## config.mk

```make
export PLATFORM = sky130hd
export DESIGN_NAME = can_tx_slot_queue_top_flat
export DESIGN_NICKNAME = d
export VERILOG_FILES = /design/src/rtl/slq_pkg.sv /design/src/rtl/slq_cmd_if.sv /design/src/rtl/slq_rsp_if.sv /design/src/rtl/slq_front.sv /design/src/rtl/slq_fifo.sv /design/src/rtl/slq_back.sv /design/src/rtl/can_tx_slot_queue_top.sv /design/src/flat_wrapper.sv
export SDC_FILE = /design/constraint.sdc
export NUM_CORES = 2
export LEC_CHECK = 0
export ABC_AREA = 1
export BUFFER_PORTS_ARGS = -buffer_cell sky130_fd_sc_hd__buf_2
export CAP_MARGIN = 20
export CORE_UTILIZATION = 32
export CTS_CLUSTER_SIZE = 30
export DETAILED_ROUTE_END_ITERATION = 16
export PLACE_DENSITY = 0.56
export SYNTH_ARGS = -nofsm -noshare
export SYNTH_HDL_FRONTEND = slang
export SYNTH_HIERARCHICAL = 1
export SYNTH_SLANG_ARGS = --single-unit
```

## constraint.sdc

```tcl
create_clock -name clk -period 7.6 [get_ports clk]
set_input_delay 2.28 -clock clk [delete_from_list [all_inputs] [get_ports clk]]
set_output_delay 2.28 -clock clk [all_outputs]
set_load 0.01 [all_outputs]
```

## src/rtl/slq_pkg.sv

```systemverilog
// Shared types and codes of the CAN transmit slot queue.
package slq_pkg;

	localparam int MODE_W    = 2;
	localparam int EP_W      = 6;
	localparam int MSLOT_W   = 5;
	localparam int ID_W      = 11;
	localparam int LEN_W     = 4;
	localparam int DATA_W    = 64;
	localparam int CFG_W     = 5;
	localparam int APB_AW    = 3;
	localparam int APB_DW    = 32;

	// Request modes.
	localparam logic [MODE_W-1:0] MODE_MAP  = 2'd0;
	localparam logic [MODE_W-1:0] MODE_FULL = 2'd1;
	localparam logic [MODE_W-1:0] MODE_DATA = 2'd2;
	localparam logic [MODE_W-1:0] MODE_DONE = 2'd3;

	// Slot phases.
	localparam logic [1:0] PH_IDLE    = 2'd0;
	localparam logic [1:0] PH_PENDING = 2'd1;
	localparam logic [1:0] PH_SENT    = 2'd2;

	// Transmit buffers.
	localparam logic BUF_IMM   = 1'b0;
	localparam logic BUF_QUEUE = 1'b1;

	// Register indexes.
	localparam logic REG_SLOTS_IN_USE = 1'b0;

	// A classified request as it travels from the front end to the back end.
	typedef struct packed {
		logic [MODE_W-1:0] mode;
		logic              mapped;
		logic [ID_W-1:0]   can_id;
		logic              bus_sel;
		logic [LEN_W-1:0]  length;
		logic [DATA_W-1:0] payload;
		logic              buffer_ready;
	} cmd_t;

	// One result.
	typedef struct packed {
		logic              accepted;
		logic              send_valid;
		logic              send_buffer;
		logic [ID_W-1:0]   send_id;
		logic              send_bus;
		logic [LEN_W-1:0]  send_length;
		logic [DATA_W-1:0] send_data;
	} res_t;

endpackage

```

## src/rtl/slq_cmd_if.sv

```systemverilog
// Request channel of the CAN transmit slot queue.
interface slq_cmd_if;
	logic                        valid;
	logic                        ready;
	logic [slq_pkg::MODE_W-1:0]  mode;
	logic [slq_pkg::EP_W-1:0]    endpoint;
	logic [slq_pkg::MSLOT_W-1:0] map_slot;
	logic [slq_pkg::ID_W-1:0]    can_id;
	logic                        bus_sel;
	logic [slq_pkg::LEN_W-1:0]   length;
	logic [slq_pkg::DATA_W-1:0]  payload;
	logic                        buffer_ready;

	modport source (output valid, mode, endpoint, map_slot, can_id, bus_sel, length, payload,
		buffer_ready, input ready);
	modport sink (input valid, mode, endpoint, map_slot, can_id, bus_sel, length, payload,
		buffer_ready, output ready);
endinterface

```

## src/rtl/slq_rsp_if.sv

```systemverilog
// Result channel of the CAN transmit slot queue.
interface slq_rsp_if;
	logic                       valid;
	logic                       ready;
	logic                       accepted;
	logic                       send_valid;
	logic                       send_buffer;
	logic [slq_pkg::ID_W-1:0]   send_id;
	logic                       send_bus;
	logic [slq_pkg::LEN_W-1:0]  send_length;
	logic [slq_pkg::DATA_W-1:0] send_data;

	modport source (output valid, accepted, send_valid, send_buffer, send_id, send_bus,
		send_length, send_data, input ready);
	modport sink (input valid, accepted, send_valid, send_buffer, send_id, send_bus,
		send_length, send_data, output ready);
endinterface

```

## src/rtl/slq_front.sv

```systemverilog
// Front end: accepts requests, keeps the endpoint map and classifies each request.
module slq_front #(
	parameter int ENDPOINT_COUNT = 64,
	parameter int SLOT_COUNT     = 16,
	parameter int SW             = 4
) (
	input  logic                clk,
	input  logic                arst_n,
	slq_cmd_if.sink             cmd,
	output logic                push_valid,
	input  logic                push_ready,
	output slq_pkg::cmd_t       push_cmd,
	output logic [SW-1:0]       push_slot
);
	localparam int EPW = (ENDPOINT_COUNT > 1) ? $clog2(ENDPOINT_COUNT) : 1;
	localparam int EXW = (EPW > slq_pkg::EP_W) ? EPW : slq_pkg::EP_W;
	localparam int SXW = (SW > slq_pkg::MSLOT_W) ? SW : slq_pkg::MSLOT_W;

	// Map entry: top bit set when the endpoint points at a real slot.
	logic [SW:0]               map_mem [ENDPOINT_COUNT];
	logic [ENDPOINT_COUNT-1:0] map_vld_q;

	logic                      vld_s1;
	slq_pkg::cmd_t             cmd_s1;
	logic                      ep_ok_s1;
	logic                      map_vld_s1;
	logic [SW:0]               map_rd_s1;

	logic           accept;
	logic [EXW-1:0] ep_ext;
	logic [EPW-1:0] ep_idx;
	logic           ep_ok;
	logic [SXW-1:0] ms_ext;
	logic           ms_ok;
	logic           map_wr;

	assign accept = cmd.valid && cmd.ready;
	assign ep_ext = EXW'(cmd.endpoint);
	assign ep_idx = ep_ext[EPW-1:0];
	assign ep_ok  = int'(cmd.endpoint) < ENDPOINT_COUNT;
	assign ms_ext = SXW'(cmd.map_slot);
	assign ms_ok  = int'(cmd.map_slot) < SLOT_COUNT;
	assign map_wr = accept && (cmd.mode == slq_pkg::MODE_MAP) && ep_ok;

	assign cmd.ready  = !vld_s1 || push_ready;
	assign push_valid = vld_s1;

	always_comb begin
		push_cmd        = cmd_s1;
		push_cmd.mapped = ep_ok_s1 && map_vld_s1 && map_rd_s1[SW];
		push_slot       = map_rd_s1[SW-1:0];
	end

	always_ff @(posedge clk or negedge arst_n) begin
		if (!arst_n) begin
			vld_s1    <= 1'b0;
			map_vld_q <= '0;
		end else begin
			if (accept) begin
				vld_s1 <= 1'b1;
			end else if (push_ready) begin
				vld_s1 <= 1'b0;
			end
			if (map_wr) begin
				map_vld_q[ep_idx] <= 1'b1;
			end
		end
	end

	// The lookup reads the entry before a map write of the same request lands.
	always_ff @(posedge clk) begin
		if (accept) begin
			cmd_s1.mode         <= cmd.mode;
			cmd_s1.mapped       <= 1'b0;
			cmd_s1.can_id       <= cmd.can_id;
			cmd_s1.bus_sel      <= cmd.bus_sel;
			cmd_s1.length       <= cmd.length;
			cmd_s1.payload      <= cmd.payload;
			cmd_s1.buffer_ready <= cmd.buffer_ready;
			ep_ok_s1            <= ep_ok;
			map_vld_s1          <= map_vld_q[ep_idx];
			map_rd_s1           <= map_mem[ep_idx];
		end
		if (map_wr) begin
			map_mem[ep_idx] <= {ms_ok, ms_ext[SW-1:0]};
		end
	end

endmodule

```

## src/rtl/slq_fifo.sv

```systemverilog
// Small register queue between the front end and the back end.
module slq_fifo #(
	parameter int W     = 8,
	parameter int DEPTH = 2
) (
	input  logic         clk,
	input  logic         arst_n,
	input  logic         wr_valid,
	output logic         wr_ready,
	input  logic [W-1:0] wr_data,
	output logic         rd_valid,
	input  logic         rd_ready,
	output logic [W-1:0] rd_data
);
	localparam int PW = (DEPTH > 1) ? $clog2(DEPTH) : 1;
	localparam int CW = $clog2(DEPTH + 1);

	logic [W-1:0]  mem_q [DEPTH];
	logic [PW-1:0] wr_ptr_q;
	logic [PW-1:0] rd_ptr_q;
	logic [CW-1:0] count_q;

	logic do_wr;
	logic do_rd;

	assign wr_ready = count_q != CW'(DEPTH);
	assign rd_valid = count_q != '0;
	assign rd_data  = mem_q[rd_ptr_q];
	assign do_wr    = wr_valid && wr_ready;
	assign do_rd    = rd_valid && rd_ready;

	always_ff @(posedge clk or negedge arst_n) begin
		if (!arst_n) begin
			wr_ptr_q <= '0;
			rd_ptr_q <= '0;
			count_q  <= '0;
		end else begin
			if (do_wr) begin
				wr_ptr_q <= (wr_ptr_q == PW'(DEPTH - 1)) ? '0 : wr_ptr_q + 1'b1;
			end
			if (do_rd) begin
				rd_ptr_q <= (rd_ptr_q == PW'(DEPTH - 1)) ? '0 : rd_ptr_q + 1'b1;
			end
			if (do_wr && !do_rd) begin
				count_q <= count_q + 1'b1;
			end else if (do_rd && !do_wr) begin
				count_q <= count_q - 1'b1;
			end
		end
	end

	always_ff @(posedge clk) begin
		if (do_wr) begin
			mem_q[wr_ptr_q] <= wr_data;
		end
	end

endmodule

```

## src/rtl/slq_back.sv

```systemverilog
// Back end: slot store, phases, busy flag, transmit-done scan and the result register.
module slq_back #(
	parameter int SLOT_COUNT = 16,
	parameter int SW         = 4
) (
	input  logic                        clk,
	input  logic                        arst_n,
	input  logic                        q_valid,
	output logic                        q_pop,
	input  slq_pkg::cmd_t               q_cmd,
	input  logic [SW-1:0]               q_slot,
	input  logic [slq_pkg::CFG_W-1:0]   slots_in_use,
	output logic                        res_valid,
	input  logic                        res_ready,
	output slq_pkg::res_t               res
);
	localparam int CW = $clog2(SLOT_COUNT + 1);
	localparam int IBW = slq_pkg::ID_W + 1;
	localparam int DBW = slq_pkg::LEN_W + slq_pkg::DATA_W;

	localparam logic [1:0] ST_IDLE  = 2'd0;
	localparam logic [1:0] ST_SCAN  = 2'd1;
	localparam logic [1:0] ST_FRAME = 2'd2;

	logic [1:0]            state_q;
	logic                  busy_q;
	logic [1:0]            phase_q [SLOT_COUNT];
	logic [SLOT_COUNT-1:0] id_vld_q;
	logic [CW-1:0]         scan_q;
	logic                  out_valid_q;
	slq_pkg::res_t         out_q;

	// Slot store: {bus, identifier} and {length, payload}.
	logic [IBW-1:0] ident_mem [SLOT_COUNT];
	logic [DBW-1:0] data_mem [SLOT_COUNT];
	logic [IBW-1:0] id_rd_q;
	logic [DBW-1:0] data_rd_q;
	logic           id_vld_rd_q;

	slq_pkg::cmd_t  cur_q;
	logic           buf_q;

	logic           out_free;
	logic [CW-1:0]  lim;
	logic           scan_live;
	logic           scan_hit;
	logic           pop;
	logic           is_write;
	logic           wr_go;
	logic           send_now;
	logic           hit_go;
	logic           load;
	logic [SW-1:0]  rd_addr;
	slq_pkg::res_t  res_next;
	logic [IBW-1:0] frame_ib;

	assign out_free  = !out_valid_q || res_ready;
	assign lim       = (int'(slots_in_use) < SLOT_COUNT) ? CW'(slots_in_use) : CW'(SLOT_COUNT);
	assign scan_live = scan_q < lim;
	assign scan_hit  = scan_live && (phase_q[scan_q[SW-1:0]] == slq_pkg::PH_PENDING);
	assign pop       = (state_q == ST_IDLE) && q_valid && out_free;
	assign is_write  = (q_cmd.mode == slq_pkg::MODE_FULL) || (q_cmd.mode == slq_pkg::MODE_DATA);
	assign wr_go     = pop && is_write && q_cmd.mapped;
	assign send_now  = wr_go && !busy_q && q_cmd.buffer_ready;
	assign hit_go    = (state_q == ST_SCAN) && scan_hit;
	assign rd_addr   = (state_q == ST_SCAN) ? scan_q[SW-1:0] : q_slot;
	assign q_pop     = pop;

	assign load = (pop && !send_now && (q_cmd.mode != slq_pkg::MODE_DONE))
		|| ((state_q == ST_SCAN) && !scan_live && out_free)
		|| ((state_q == ST_FRAME) && out_free);

	always_comb begin
		res_next = '0;
		frame_ib = id_vld_rd_q ? id_rd_q : '0;
		if ((buf_q == slq_pkg::BUF_IMM) && (cur_q.mode == slq_pkg::MODE_FULL)) begin
			frame_ib = {cur_q.bus_sel, cur_q.can_id};
		end
		if (state_q == ST_FRAME) begin
			res_next.accepted    = (buf_q == slq_pkg::BUF_IMM);
			res_next.send_valid  = 1'b1;
			res_next.send_buffer = buf_q;
			res_next.send_bus    = frame_ib[IBW-1];
			res_next.send_id     = frame_ib[slq_pkg::ID_W-1:0];
			if (buf_q == slq_pkg::BUF_IMM) begin
				res_next.send_length = cur_q.length;
				res_next.send_data   = cur_q.payload;
			end else begin
				res_next.send_length = data_rd_q[DBW-1:slq_pkg::DATA_W];
				res_next.send_data   = data_rd_q[slq_pkg::DATA_W-1:0];
			end
		end else if (state_q == ST_IDLE) begin
			res_next.accepted = wr_go;
		end
	end

	always_ff @(posedge clk or negedge arst_n) begin
		if (!arst_n) begin
			state_q     <= ST_IDLE;
			busy_q      <= 1'b0;
			id_vld_q    <= '0;
			scan_q      <= '0;
			out_valid_q <= 1'b0;
			for (int i = 0; i < SLOT_COUNT; i++) begin
				phase_q[i] <= slq_pkg::PH_IDLE;
			end
		end else begin
			if (load) begin
				out_valid_q <= 1'b1;
			end else if (res_ready) begin
				out_valid_q <= 1'b0;
			end
			case (state_q)
				ST_IDLE: begin
					if (pop && (q_cmd.mode == slq_pkg::MODE_DONE)) begin
						busy_q  <= 1'b0;
						scan_q  <= '0;
						state_q <= ST_SCAN;
					end
					if (wr_go) begin
						phase_q[q_slot] <= send_now ? slq_pkg::PH_SENT : slq_pkg::PH_PENDING;
						if (q_cmd.mode == slq_pkg::MODE_FULL) begin
							id_vld_q[q_slot] <= 1'b1;
						end
					end
					if (send_now) begin
						state_q <= ST_FRAME;
					end
				end
				ST_SCAN: begin
					if (hit_go) begin
						phase_q[scan_q[SW-1:0]] <= slq_pkg::PH_SENT;
						busy_q                  <= 1'b1;
						state_q                 <= ST_FRAME;
					end else if (scan_live) begin
						scan_q <= scan_q + 1'b1;
					end else if (out_free) begin
						state_q <= ST_IDLE;
					end
				end
				ST_FRAME: begin
					if (out_free) begin
						state_q <= ST_IDLE;
					end
				end
				default: begin
					state_q <= ST_IDLE;
				end
			endcase
		end
	end

	always_ff @(posedge clk) begin
		if (pop) begin
			cur_q <= q_cmd;
			buf_q <= slq_pkg::BUF_IMM;
		end else if (hit_go) begin
			buf_q <= slq_pkg::BUF_QUEUE;
		end
		if (load) begin
			out_q <= res_next;
		end
	end

	// Slot store; reads return the contents from before a same-cycle write.
	always_ff @(posedge clk) begin
		if (wr_go && (q_cmd.mode == slq_pkg::MODE_FULL)) begin
			ident_mem[q_slot] <= {q_cmd.bus_sel, q_cmd.can_id};
		end
		if (wr_go) begin
			data_mem[q_slot] <= {q_cmd.length, q_cmd.payload};
		end
		id_rd_q     <= ident_mem[rd_addr];
		data_rd_q   <= data_mem[rd_addr];
		id_vld_rd_q <= id_vld_q[rd_addr];
	end

	assign res_valid = out_valid_q;
	assign res       = out_q;

endmodule

```

## src/rtl/can_tx_slot_queue_top.sv

```systemverilog
// Top level of the CAN transmit slot queue: front end, request queue, back end, register.
//
// Requests arrive on the cmd channel (valid/ready); each request yields exactly one
// result on the rsp channel, in request order. Mode 0 maps an endpoint onto a slot,
// modes 1 and 2 write a message (full, or payload with the stored identifier and bus),
// mode 3 reports transmit done and hands the lowest pending slot below slots_in_use to the queue buffer.
// The slots_in_use register sits at byte address 0 of the APB port; pready is tied high.
// A write goes straight to the immediate buffer while busy is clear and buffer_ready is
// set. The back end takes one map or plain write per cycle while the result register is
// free; an immediate send or a transmit-done request holds it until its result is loaded,
// and the scan over slot phases goes one slot per cycle until it finds a pending slot or
// reaches the limit set by slots_in_use.
// The front end takes a request per cycle and a two-entry queue lets it run ahead
// while a result waits. When the rsp receiver stalls, the result register holds and
// the back end stops; the front end keeps taking requests until the queue fills.
// Reset clears the endpoint map to unmapped, all slot phases to idle, busy and the
// register; slot identifiers read as zero until written by a full-message write.
module can_tx_slot_queue_top #(
	parameter int SLOT_COUNT     = 16,
	parameter int ENDPOINT_COUNT = 64
) (
	input  logic                         clk,
	input  logic                         arst_n,
	slq_cmd_if.sink                      cmd,
	slq_rsp_if.source                    rsp,
	input  logic                         psel,
	input  logic                         penable,
	input  logic                         pwrite,
	input  logic [slq_pkg::APB_AW-1:0]   paddr,
	input  logic [slq_pkg::APB_DW-1:0]   pwdata,
	output logic [slq_pkg::APB_DW-1:0]   prdata,
	output logic                         pready
);
	localparam int SW = (SLOT_COUNT > 1) ? $clog2(SLOT_COUNT) : 1;
	localparam int QW = $bits(slq_pkg::cmd_t) + SW;

	logic [slq_pkg::CFG_W-1:0] slots_in_use_q;

	logic          push_valid;
	logic          push_ready;
	slq_pkg::cmd_t push_cmd;
	logic [SW-1:0] push_slot;

	logic          q_valid;
	logic          q_pop;
	logic [QW-1:0] q_data;
	slq_pkg::cmd_t q_cmd;
	logic [SW-1:0] q_slot;

	slq_pkg::res_t res;
	logic          reg_sel;

	// Register file: only slots_in_use; the word index is address bit 2.
	assign pready  = 1'b1;
	assign reg_sel = paddr[2] == slq_pkg::REG_SLOTS_IN_USE;
	assign prdata  = reg_sel ? slq_pkg::APB_DW'(slots_in_use_q) : '0;

	always_ff @(posedge clk or negedge arst_n) begin
		if (!arst_n) begin
			slots_in_use_q <= '0;
		end else if (psel && penable && pwrite && pready && reg_sel) begin
			slots_in_use_q <= pwdata[slq_pkg::CFG_W-1:0];
		end
	end

	slq_front #(
		.ENDPOINT_COUNT (ENDPOINT_COUNT),
		.SLOT_COUNT     (SLOT_COUNT),
		.SW             (SW)
	) u_front (
		.clk        (clk),
		.arst_n     (arst_n),
		.cmd        (cmd),
		.push_valid (push_valid),
		.push_ready (push_ready),
		.push_cmd   (push_cmd),
		.push_slot  (push_slot)
	);

	slq_fifo #(
		.W     (QW),
		.DEPTH (2)
	) u_fifo (
		.clk      (clk),
		.arst_n   (arst_n),
		.wr_valid (push_valid),
		.wr_ready (push_ready),
		.wr_data  ({push_cmd, push_slot}),
		.rd_valid (q_valid),
		.rd_ready (q_pop),
		.rd_data  (q_data)
	);

	assign q_cmd  = q_data[QW-1:SW];
	assign q_slot = q_data[SW-1:0];

	slq_back #(
		.SLOT_COUNT (SLOT_COUNT),
		.SW         (SW)
	) u_back (
		.clk          (clk),
		.arst_n       (arst_n),
		.q_valid      (q_valid),
		.q_pop        (q_pop),
		.q_cmd        (q_cmd),
		.q_slot       (q_slot),
		.slots_in_use (slots_in_use_q),
		.res_valid    (rsp.valid),
		.res_ready    (rsp.ready),
		.res          (res)
	);

	assign rsp.accepted    = res.accepted;
	assign rsp.send_valid  = res.send_valid;
	assign rsp.send_buffer = res.send_buffer;
	assign rsp.send_id     = res.send_id;
	assign rsp.send_bus    = res.send_bus;
	assign rsp.send_length = res.send_length;
	assign rsp.send_data   = res.send_data;

endmodule

```

## src/flat_wrapper.sv

```systemverilog
// flat-port wrapper written by rule: the top's interface ports become plain ports
module can_tx_slot_queue_top_flat 
#(
	parameter int SLOT_COUNT     = 16,
	parameter int ENDPOINT_COUNT = 64
)
  (clk, arst_n, psel, penable, pwrite, paddr, pwdata, prdata, pready, cmd_valid, cmd_mode, cmd_endpoint, cmd_map_slot, cmd_can_id, cmd_bus_sel, cmd_length, cmd_payload, cmd_buffer_ready, cmd_ready, rsp_valid, rsp_accepted, rsp_send_valid, rsp_send_buffer, rsp_send_id, rsp_send_bus, rsp_send_length, rsp_send_data, rsp_ready);
  slq_cmd_if cmd_i ();
  slq_rsp_if rsp_i ();
  input  logic clk;
  input  logic arst_n;
  input  logic psel;
  input  logic penable;
  input  logic pwrite;
  input  logic [slq_pkg::APB_AW-1:0] paddr;
  input  logic [slq_pkg::APB_DW-1:0] pwdata;
  output logic [slq_pkg::APB_DW-1:0] prdata;
  output logic pready;
  input wire logic [$bits(cmd_i.valid)-1:0] cmd_valid;
  input wire logic [$bits(cmd_i.mode)-1:0] cmd_mode;
  input wire logic [$bits(cmd_i.endpoint)-1:0] cmd_endpoint;
  input wire logic [$bits(cmd_i.map_slot)-1:0] cmd_map_slot;
  input wire logic [$bits(cmd_i.can_id)-1:0] cmd_can_id;
  input wire logic [$bits(cmd_i.bus_sel)-1:0] cmd_bus_sel;
  input wire logic [$bits(cmd_i.length)-1:0] cmd_length;
  input wire logic [$bits(cmd_i.payload)-1:0] cmd_payload;
  input wire logic [$bits(cmd_i.buffer_ready)-1:0] cmd_buffer_ready;
  output wire logic [$bits(cmd_i.ready)-1:0] cmd_ready;
  output wire logic [$bits(rsp_i.valid)-1:0] rsp_valid;
  output wire logic [$bits(rsp_i.accepted)-1:0] rsp_accepted;
  output wire logic [$bits(rsp_i.send_valid)-1:0] rsp_send_valid;
  output wire logic [$bits(rsp_i.send_buffer)-1:0] rsp_send_buffer;
  output wire logic [$bits(rsp_i.send_id)-1:0] rsp_send_id;
  output wire logic [$bits(rsp_i.send_bus)-1:0] rsp_send_bus;
  output wire logic [$bits(rsp_i.send_length)-1:0] rsp_send_length;
  output wire logic [$bits(rsp_i.send_data)-1:0] rsp_send_data;
  input wire logic [$bits(rsp_i.ready)-1:0] rsp_ready;
  assign cmd_i.valid = cmd_valid;
  assign cmd_i.mode = cmd_mode;
  assign cmd_i.endpoint = cmd_endpoint;
  assign cmd_i.map_slot = cmd_map_slot;
  assign cmd_i.can_id = cmd_can_id;
  assign cmd_i.bus_sel = cmd_bus_sel;
  assign cmd_i.length = cmd_length;
  assign cmd_i.payload = cmd_payload;
  assign cmd_i.buffer_ready = cmd_buffer_ready;
  assign cmd_ready = cmd_i.ready;
  assign rsp_valid = rsp_i.valid;
  assign rsp_accepted = rsp_i.accepted;
  assign rsp_send_valid = rsp_i.send_valid;
  assign rsp_send_buffer = rsp_i.send_buffer;
  assign rsp_send_id = rsp_i.send_id;
  assign rsp_send_bus = rsp_i.send_bus;
  assign rsp_send_length = rsp_i.send_length;
  assign rsp_send_data = rsp_i.send_data;
  assign rsp_i.ready = rsp_ready;
  can_tx_slot_queue_top #(.SLOT_COUNT(SLOT_COUNT), .ENDPOINT_COUNT(ENDPOINT_COUNT)) u_core (.clk(clk), .arst_n(arst_n), .cmd(cmd_i), .rsp(rsp_i), .psel(psel), .penable(penable), .pwrite(pwrite), .paddr(paddr), .pwdata(pwdata), .prdata(prdata), .pready(pready));
endmodule
```

* Yosys cells after proc, flatten, opt, wreduce, memory -nomap -nowiden
Memory sizes are Yosys's and may differ from the RTL's. A register that Yosys moved wholly into a read port is not among the register bits.
Cells that the tools add are included.
** Operators by class
- $add $sub $neg :: 5
- Multiply operators :: 0
- Div/mod/pow operators :: 0
- Order comparisons :: 12
- Equality and inequality tests :: 16
- Shift-type cells :: 0
- Muxes and demuxes :: 58
- Bitwise logic cells :: 9
- Reductions and logical operators :: 54
** Operators with widths (number)
- 82-bit two-way mux :: 1
- 68-bit two-way mux :: 1
- 32-bit two-way mux :: 2
- 64-bit bitwise OR :: 1
- 32-bit case mux with 2 select lines :: 1
- 32-bit bitwise mux :: 1
- 16-bit bitwise OR :: 2
- 1-bit logical AND :: 30
- 5-bit two-way mux :: 5
- 12-bit two-way mux :: 2
- 2-bit two-way mux :: 12
- 1-bit two-way mux :: 22
- 16-bit bitwise AND :: 1
- 2-bit demux with 4-bit select :: 2
- 16-bit NOT :: 1
- 2-bit != test (second input constant) :: 6
- 5-bit >= comparator (second input constant) :: 2
- 4-bit by 5-bit less-than comparator with 1-bit output (second input constant) :: 2
- 5-bit by 1-bit less-than comparator with 1-bit output (second input constant) :: 2
- 5-bit less-than comparator (second input constant) :: 2
- 4-bit NOT with 5-bit output :: 2
- 5-bit case mux with 2 select lines :: 1
- 2-bit nonzero test :: 5
- 3-bit AND reduction :: 3
- 27 further kinds :: 45
** Word-level totals
- Bits in registers :: 382
- Bits in latches :: 0
- Memory bits (writable) :: 1776
- Bits in read-only memories :: 0
- Input port bits :: 136
- Output and inout bits :: 118
- Logic and storage cells :: 206
- Memories :: 4
** Memory list
- u_core.u_back.data_mem :: words 16, width 68, read ports 1, clocked after memory_dff 1, write ports 1, RTL line slq_back.sv:35 : logic [DBW-1:0] data_mem [SLOT_COUNT];
- u_core.u_front.map_mem :: words 64, width 5, read ports 1, clocked after memory_dff 1, write ports 1, RTL line slq_front.sv:20 : logic [SW:0] map_mem [ENDPOINT_COUNT];
- u_core.u_back.ident_mem :: words 16, width 12, read ports 1, clocked after memory_dff 1, write ports 1, RTL line slq_back.sv:34 : logic [IBW-1:0] ident_mem [SLOT_COUNT];
- u_core.u_fifo.mem_q :: words 2, width 88, read ports 1, clocked after memory_dff 0, write ports 1, RTL line slq_fifo.sv:18 : logic [W-1:0] mem_q [DEPTH];

* Logic depth before layout (Yosys ltp)
- Depth after elaboration :: 13
- Gate-level depth with buffers :: 16
- Gate-level depth less buffers :: 15

* Hierarchy
The synthesis kept the hierarchy.
** By module, submodules not included
- slq_back :: times used 1, cells each 4898, area each 62637.6 um^2, seq. area each 46459.6 um^2
- slq_front :: times used 1, cells each 1806, area each 19232.2 um^2, seq. area each 13908.3 um^2
- slq_fifo :: times used 1, cells each 488, area each 6611.3 um^2, seq. area each 5385.2 um^2
- can_tx_slot_queue_top :: times used 1, cells each 65, area each 476.7 um^2, seq. area each 125.1 um^2

* Least setup slack after synthesis
No wires, ideal clock.
- Path type :: in2reg
- Start :: in rsp_ready
- End :: reg u_core.u_back.out_q (netlist bit u_core/u_back/res[0]) (enable)
- Data arrival time :: 8.279 ns
- Data required time :: 6.961 ns
- Path slack :: -1.318 ns
- Stages :: 4
- Buffers on the path :: 0
- Cells stage by stage :: inv_1 -> nand2_1 -> inv_1 -> o21ai_0
** On the way
- Cells in the longest elaborated chain, start to end :: 11
** Ends and longest elaborated chain
- from (decl) :: RTL line flat_wrapper.sv:37 : input wire logic [$bits(rsp_i.ready)-1:0] rsp_ready;
- 1-bit logical OR (*) :: RTL line slq_back.sv:57 : assign out_free = !out_valid_q || res_ready;
- 1-bit logical AND :: RTL line slq_back.sv:61 : assign pop = (state_q == ST_IDLE) && q_valid && out_free;
- 1-bit logical AND (2 in a row) :: RTL line slq_back.sv:63 : assign wr_go = pop && is_write && q_cmd.mapped;
- 1-bit logical AND (2 in a row) :: RTL line slq_back.sv:64 : assign send_now = wr_go && !busy_q && q_cmd.buffer_ready;
- 1-bit zero test :: RTL line slq_back.sv:69 : assign load = (pop && !send_now && (q_cmd.mode != slq_pkg::MODE_DONE))
- 1-bit logical AND (2 in a row) :: RTL line slq_back.sv:69
- 1-bit logical OR :: RTL line slq_back.sv:70 : || ((state_q == ST_SCAN) && !scan_live && out_free)
- 1-bit logical OR (*) :: RTL line slq_back.sv:71 : || ((state_q == ST_FRAME) && out_free);
- net u_core.u_back.load :: RTL line slq_back.sv:52 : logic load;
- to (signal assigned) :: RTL line slq_back.sv:161 : out_q <= res_next;
- to (decl) :: RTL line slq_back.sv:31 : slq_pkg::res_t out_q;
Mark *: on every way through the listed nets, which the timed path passes. The rest lies on a longest branch.
A chain may end at the register's enable or synchronous reset.

* Worst setup path in the final report
- Start :: in paddr[2] (netlist name)
- End :: out prdata[4] (netlist name)
** On the way
- Cells in the longest elaborated chain, start to end :: 1
** Ends and longest elaborated chain
- from (decl) :: RTL line flat_wrapper.sv:15 : input logic [slq_pkg::APB_AW-1:0] paddr;
- 5-bit two-way mux :: RTL line can_tx_slot_queue_top.sv:56 : assign prdata = reg_sel ? slq_pkg::APB_DW'(slots_in_use_q) : '0;
- to (decl) :: RTL line flat_wrapper.sv:17 : output logic [slq_pkg::APB_DW-1:0] prdata;
Every way passes these cells.

==> results.md <==
- Multi-input logic area: 19500 sq um
- Ys flop type: edfxtp_1
- Grt ovf: 0
- Worst slew margin relative to its limit: 9.48%
- Initial core utilization: 32.2%
- CTS tree: done
- Row cnt: 193
- Post-Syn Area: 89000 sq um
- CP max stage cell: buf_2
- Final nets: 7498
- Sw Share: 36.3%
- Final setup violation count: 0
- Depth of the CTS H-tree: 4
- Port bufs: 196
- CTS Hold Buffers Added: 0
- Full die area: 280000 sq um
- Routed len/inst: 20.5 um
- Synth top area share: 68.5%
- Final Skew: 0.117 ns
- Finished layout cell area: 102000 sq um
- Initial DRC count: 4523
- Routability cong.: 0.819
- Synth warn: 6
- Worst path top cell family by delay: buffers and inverters
- Area contributors post-synth: edfxtp_1, nand2_1, a21oi_1
- Clock power share: 28.0%
- Initial antenna violation count: 12
- Post-CTS Resized: 0
- Final Hold Fails: 0
- Pre-antenna DRT Iters: 5
- Critical-path maximum fanout: 6
- Core Area: 276000 sq um
- Max Fclk: 0.202 GHz
- DRT Wirelength: 231 mm
- Max-cap viol count: 0
- Sum of negative setup slack: 0 ns
- VDD IR max: 0.480 mV
- Fillcell total: 26500
- Slew @ Worst Pin: 1.36 ns
- Critical path's most frequent cell: buf_2
- Sequential share of power: 40.5%
- Reg area: 65900 sq um
- PnR worst setup slack: 2.65 ns
- Post-CTS Setup Repair Bufs: 0
- Worst-path clk slew: 0.06 ns
- Power Total: 41.9 mW
- Routed Antenna Nets: 0
- Detailed placer's ending HPWL: 122 mm
- Root Buffer: clkbuf_16
- Final cell count without fillers: 11300
- Worst setup EP type: output port
- Post-synth top area cell: edfxtp_1
- Critical path's largest stage delay: 0.14 ns
- Die height: 529 um
- Chip width: 529 um
- GR Util All Layers: 16.1%
- Via Count: 55400
- DRC violations left: 0
- Fin crit period: 4.95 ns
- PD cells: 411 nW/um^2
- Placed insts: 10800
- Buf+Inv Stages, Crit Path: 2
- Crit path launch type: input pin
- Number of CTS-inserted buffers: 242
- Largest net degree at the start of global routing: 239
- Max clock buf depth: 4
- CTS sink cnt: 2243
- CP required: 5.32 ns
- LEAKAGE: 36.9 nW
- RSZ-0062 raised after global routing: no
- Register area share after synthesis: 74.1%
- Vias per inst: 4.92
- Combinational Power Share: 31.4%
- Synth async-reset ratio: 5.84%
- Status: finished clean
- Post-synth top cells: edfxtp_1, nand2_1, a21oi_1
- Crit Path Class: input pin to output port
- Clk_lat worst skew: 0.90 ns
- Sw power: 15.2 mW
- Worst hold path class: register to register
- Number of global-route vias before repair: 54000
- Placed inst area: 94000 sq um
- Arr. time, crit path: 2.67 ns
- Ports: 254
- Synth cell types: 35
- P&R area growth vs syn: 14.6%
- Mapped Cells: 7257
- DP Worst Slack: 2.08 ns
- Ratio of cells with drive above 1 in the final layout: 10.6%
- Max-slew violation total from the final report: 0
- First-pass GRT wire length: 344 mm
- Syn avg cell area: 12.3 sq um
- Critical path, cell by cell: buf_2 > nor2_1 > buf_2
- Tcrit/Tclk final: 65.1%
- Post-synth EDFFs: 2030
- Top-count cell post-synth: edfxtp_1
- Int Power: 26.7 mW
- Synthesized flop and latch total: 2243
[cells in the final DEF (no fill, tap or decap), drive strengths merged]
master / synthesis / final
edfxtp: 2030 / 2030
xnor2: 1 / 1
o31ai: 16 / 16
diode: 0 / 5
nand3: 168 / 168
conb: 2 / 28
dfxtp: 82 / 82
clkinv: 2 / 95
dfrtp: 131 / 131
ha: 11 / 11
inv: 473 / 480
or2: 68 / 68
bufinv: 0 / 24
clkbuf: 279 / 316
buf: 200 / 303
o311ai: 1 / 1
clkinvlp: 0 / 6
o21ai: 834 / 834
xor2: 1 / 1
nor2: 174 / 174
nand2: 1699 / 1699
a21oi: 728 / 728
o211ai: 329 / 329
nor3: 24 / 24
nand4: 4 / 4
[final timing paths]
kind	start	to	slack, ns	cells after the start
min	u_core/u_front/push_cmd[82]	u_core/u_fifo/mem_q[1][86]	0.44	0
max reg2reg	u_core/u_fifo/rd_ptr_q	u_core/u_back/data_mem[15][0]	2.79	10
max	paddr[2]	prdata[4]	2.65	3
max in group asynchronous	arst_n	u_core/u_fifo/rd_ptr_q	5.24	2
min reg2reg	u_core/u_front/push_cmd[82]	u_core/u_fifo/mem_q[1][86]	0.44	0
min in group asynchronous	arst_n	u_core/u_front/map_vld_q[23]	1.52	2
[metrics by stage]
stage / utilization, % / hold slack, ns
global route: 36.9 / 0.449
detailed placement: 34.0 / 0.431
floorplan: - / 0.421
finish: 36.9 / 0.439
CTS: 36.9 / 0.444
global placement: 33.9 / 0.422
[power groups by stage]
stage | sequential (mW) | clock (mW) | combinational (mW)
global route | 17.1 | 12.4 | 14.6
finish | 17.0 | 11.7 | 13.2
CTS | 17.0 | 12.0 | 13.2
floorplan | 17.2 | 0 | 8.82
global placement | 17.2 | 0 | 12.9
detailed placement | 17.2 | 0 | 13.2
[sequential cells by signal, indices dropped and copies added (netlist names), 2 cells and up]
| signal | flops |
|---|---|
| u_core/slots_in_use_q | 5 |
| u_core/u_back/cur_q | 82 |
| u_core/u_back/data_mem | 1088 |
| u_core/u_back/data_rd_q | 68 |
| u_core/u_back/id_rd_q | 12 |
| u_core/u_back/id_vld_q | 16 |
| u_core/u_back/ident_mem | 192 |
| u_core/u_back/phase_q | 32 |
| u_core/u_back/res | 83 |
| u_core/u_back/scan_q | 5 |
| u_core/u_back/state_q | 2 |
| u_core/u_fifo/count_q | 2 |
| u_core/u_fifo/mem_q | 176 |
| u_core/u_front/map_mem | 320 |
| u_core/u_front/map_rd_s1 | 5 |
| u_core/u_front/map_vld_q | 64 |
| u_core/u_front/push_cmd | 83 |
[cell type report]
type / count / area share, %
clock inverter: 130 / 1.33
sequential: 2243 / 64.6
clock buffer: 316 / 6.48
inverter: 475 / 1.77
tap: 3705 / 4.55
antenna: 5 / 0.0123
multi-input combinational: 4086 / 19.1
timing repair buffer: 303 / 2.11
[routing by layer]
metal	up-vias	part of all wire, %	track usage, %	routed length [um]
met5	-	0.015	0	35
met4	6	2.2	4.11	5190
met3	345	5.5	2.18	12700
met2	1583	48	26.8	110000
met1	27600	45	22.1	103000
li1	25900	-	-	-
[logic make-up after synthesis]
kind of cell	share of synthesized area (%)
compound gates	11.7
xor+xnor	0.0197
fa+ha+maj	0.155
buf+inv	4.47
flops	74.1
other cells	0.00844
simple gates	9.58
(Power assumes the default switching activity.)
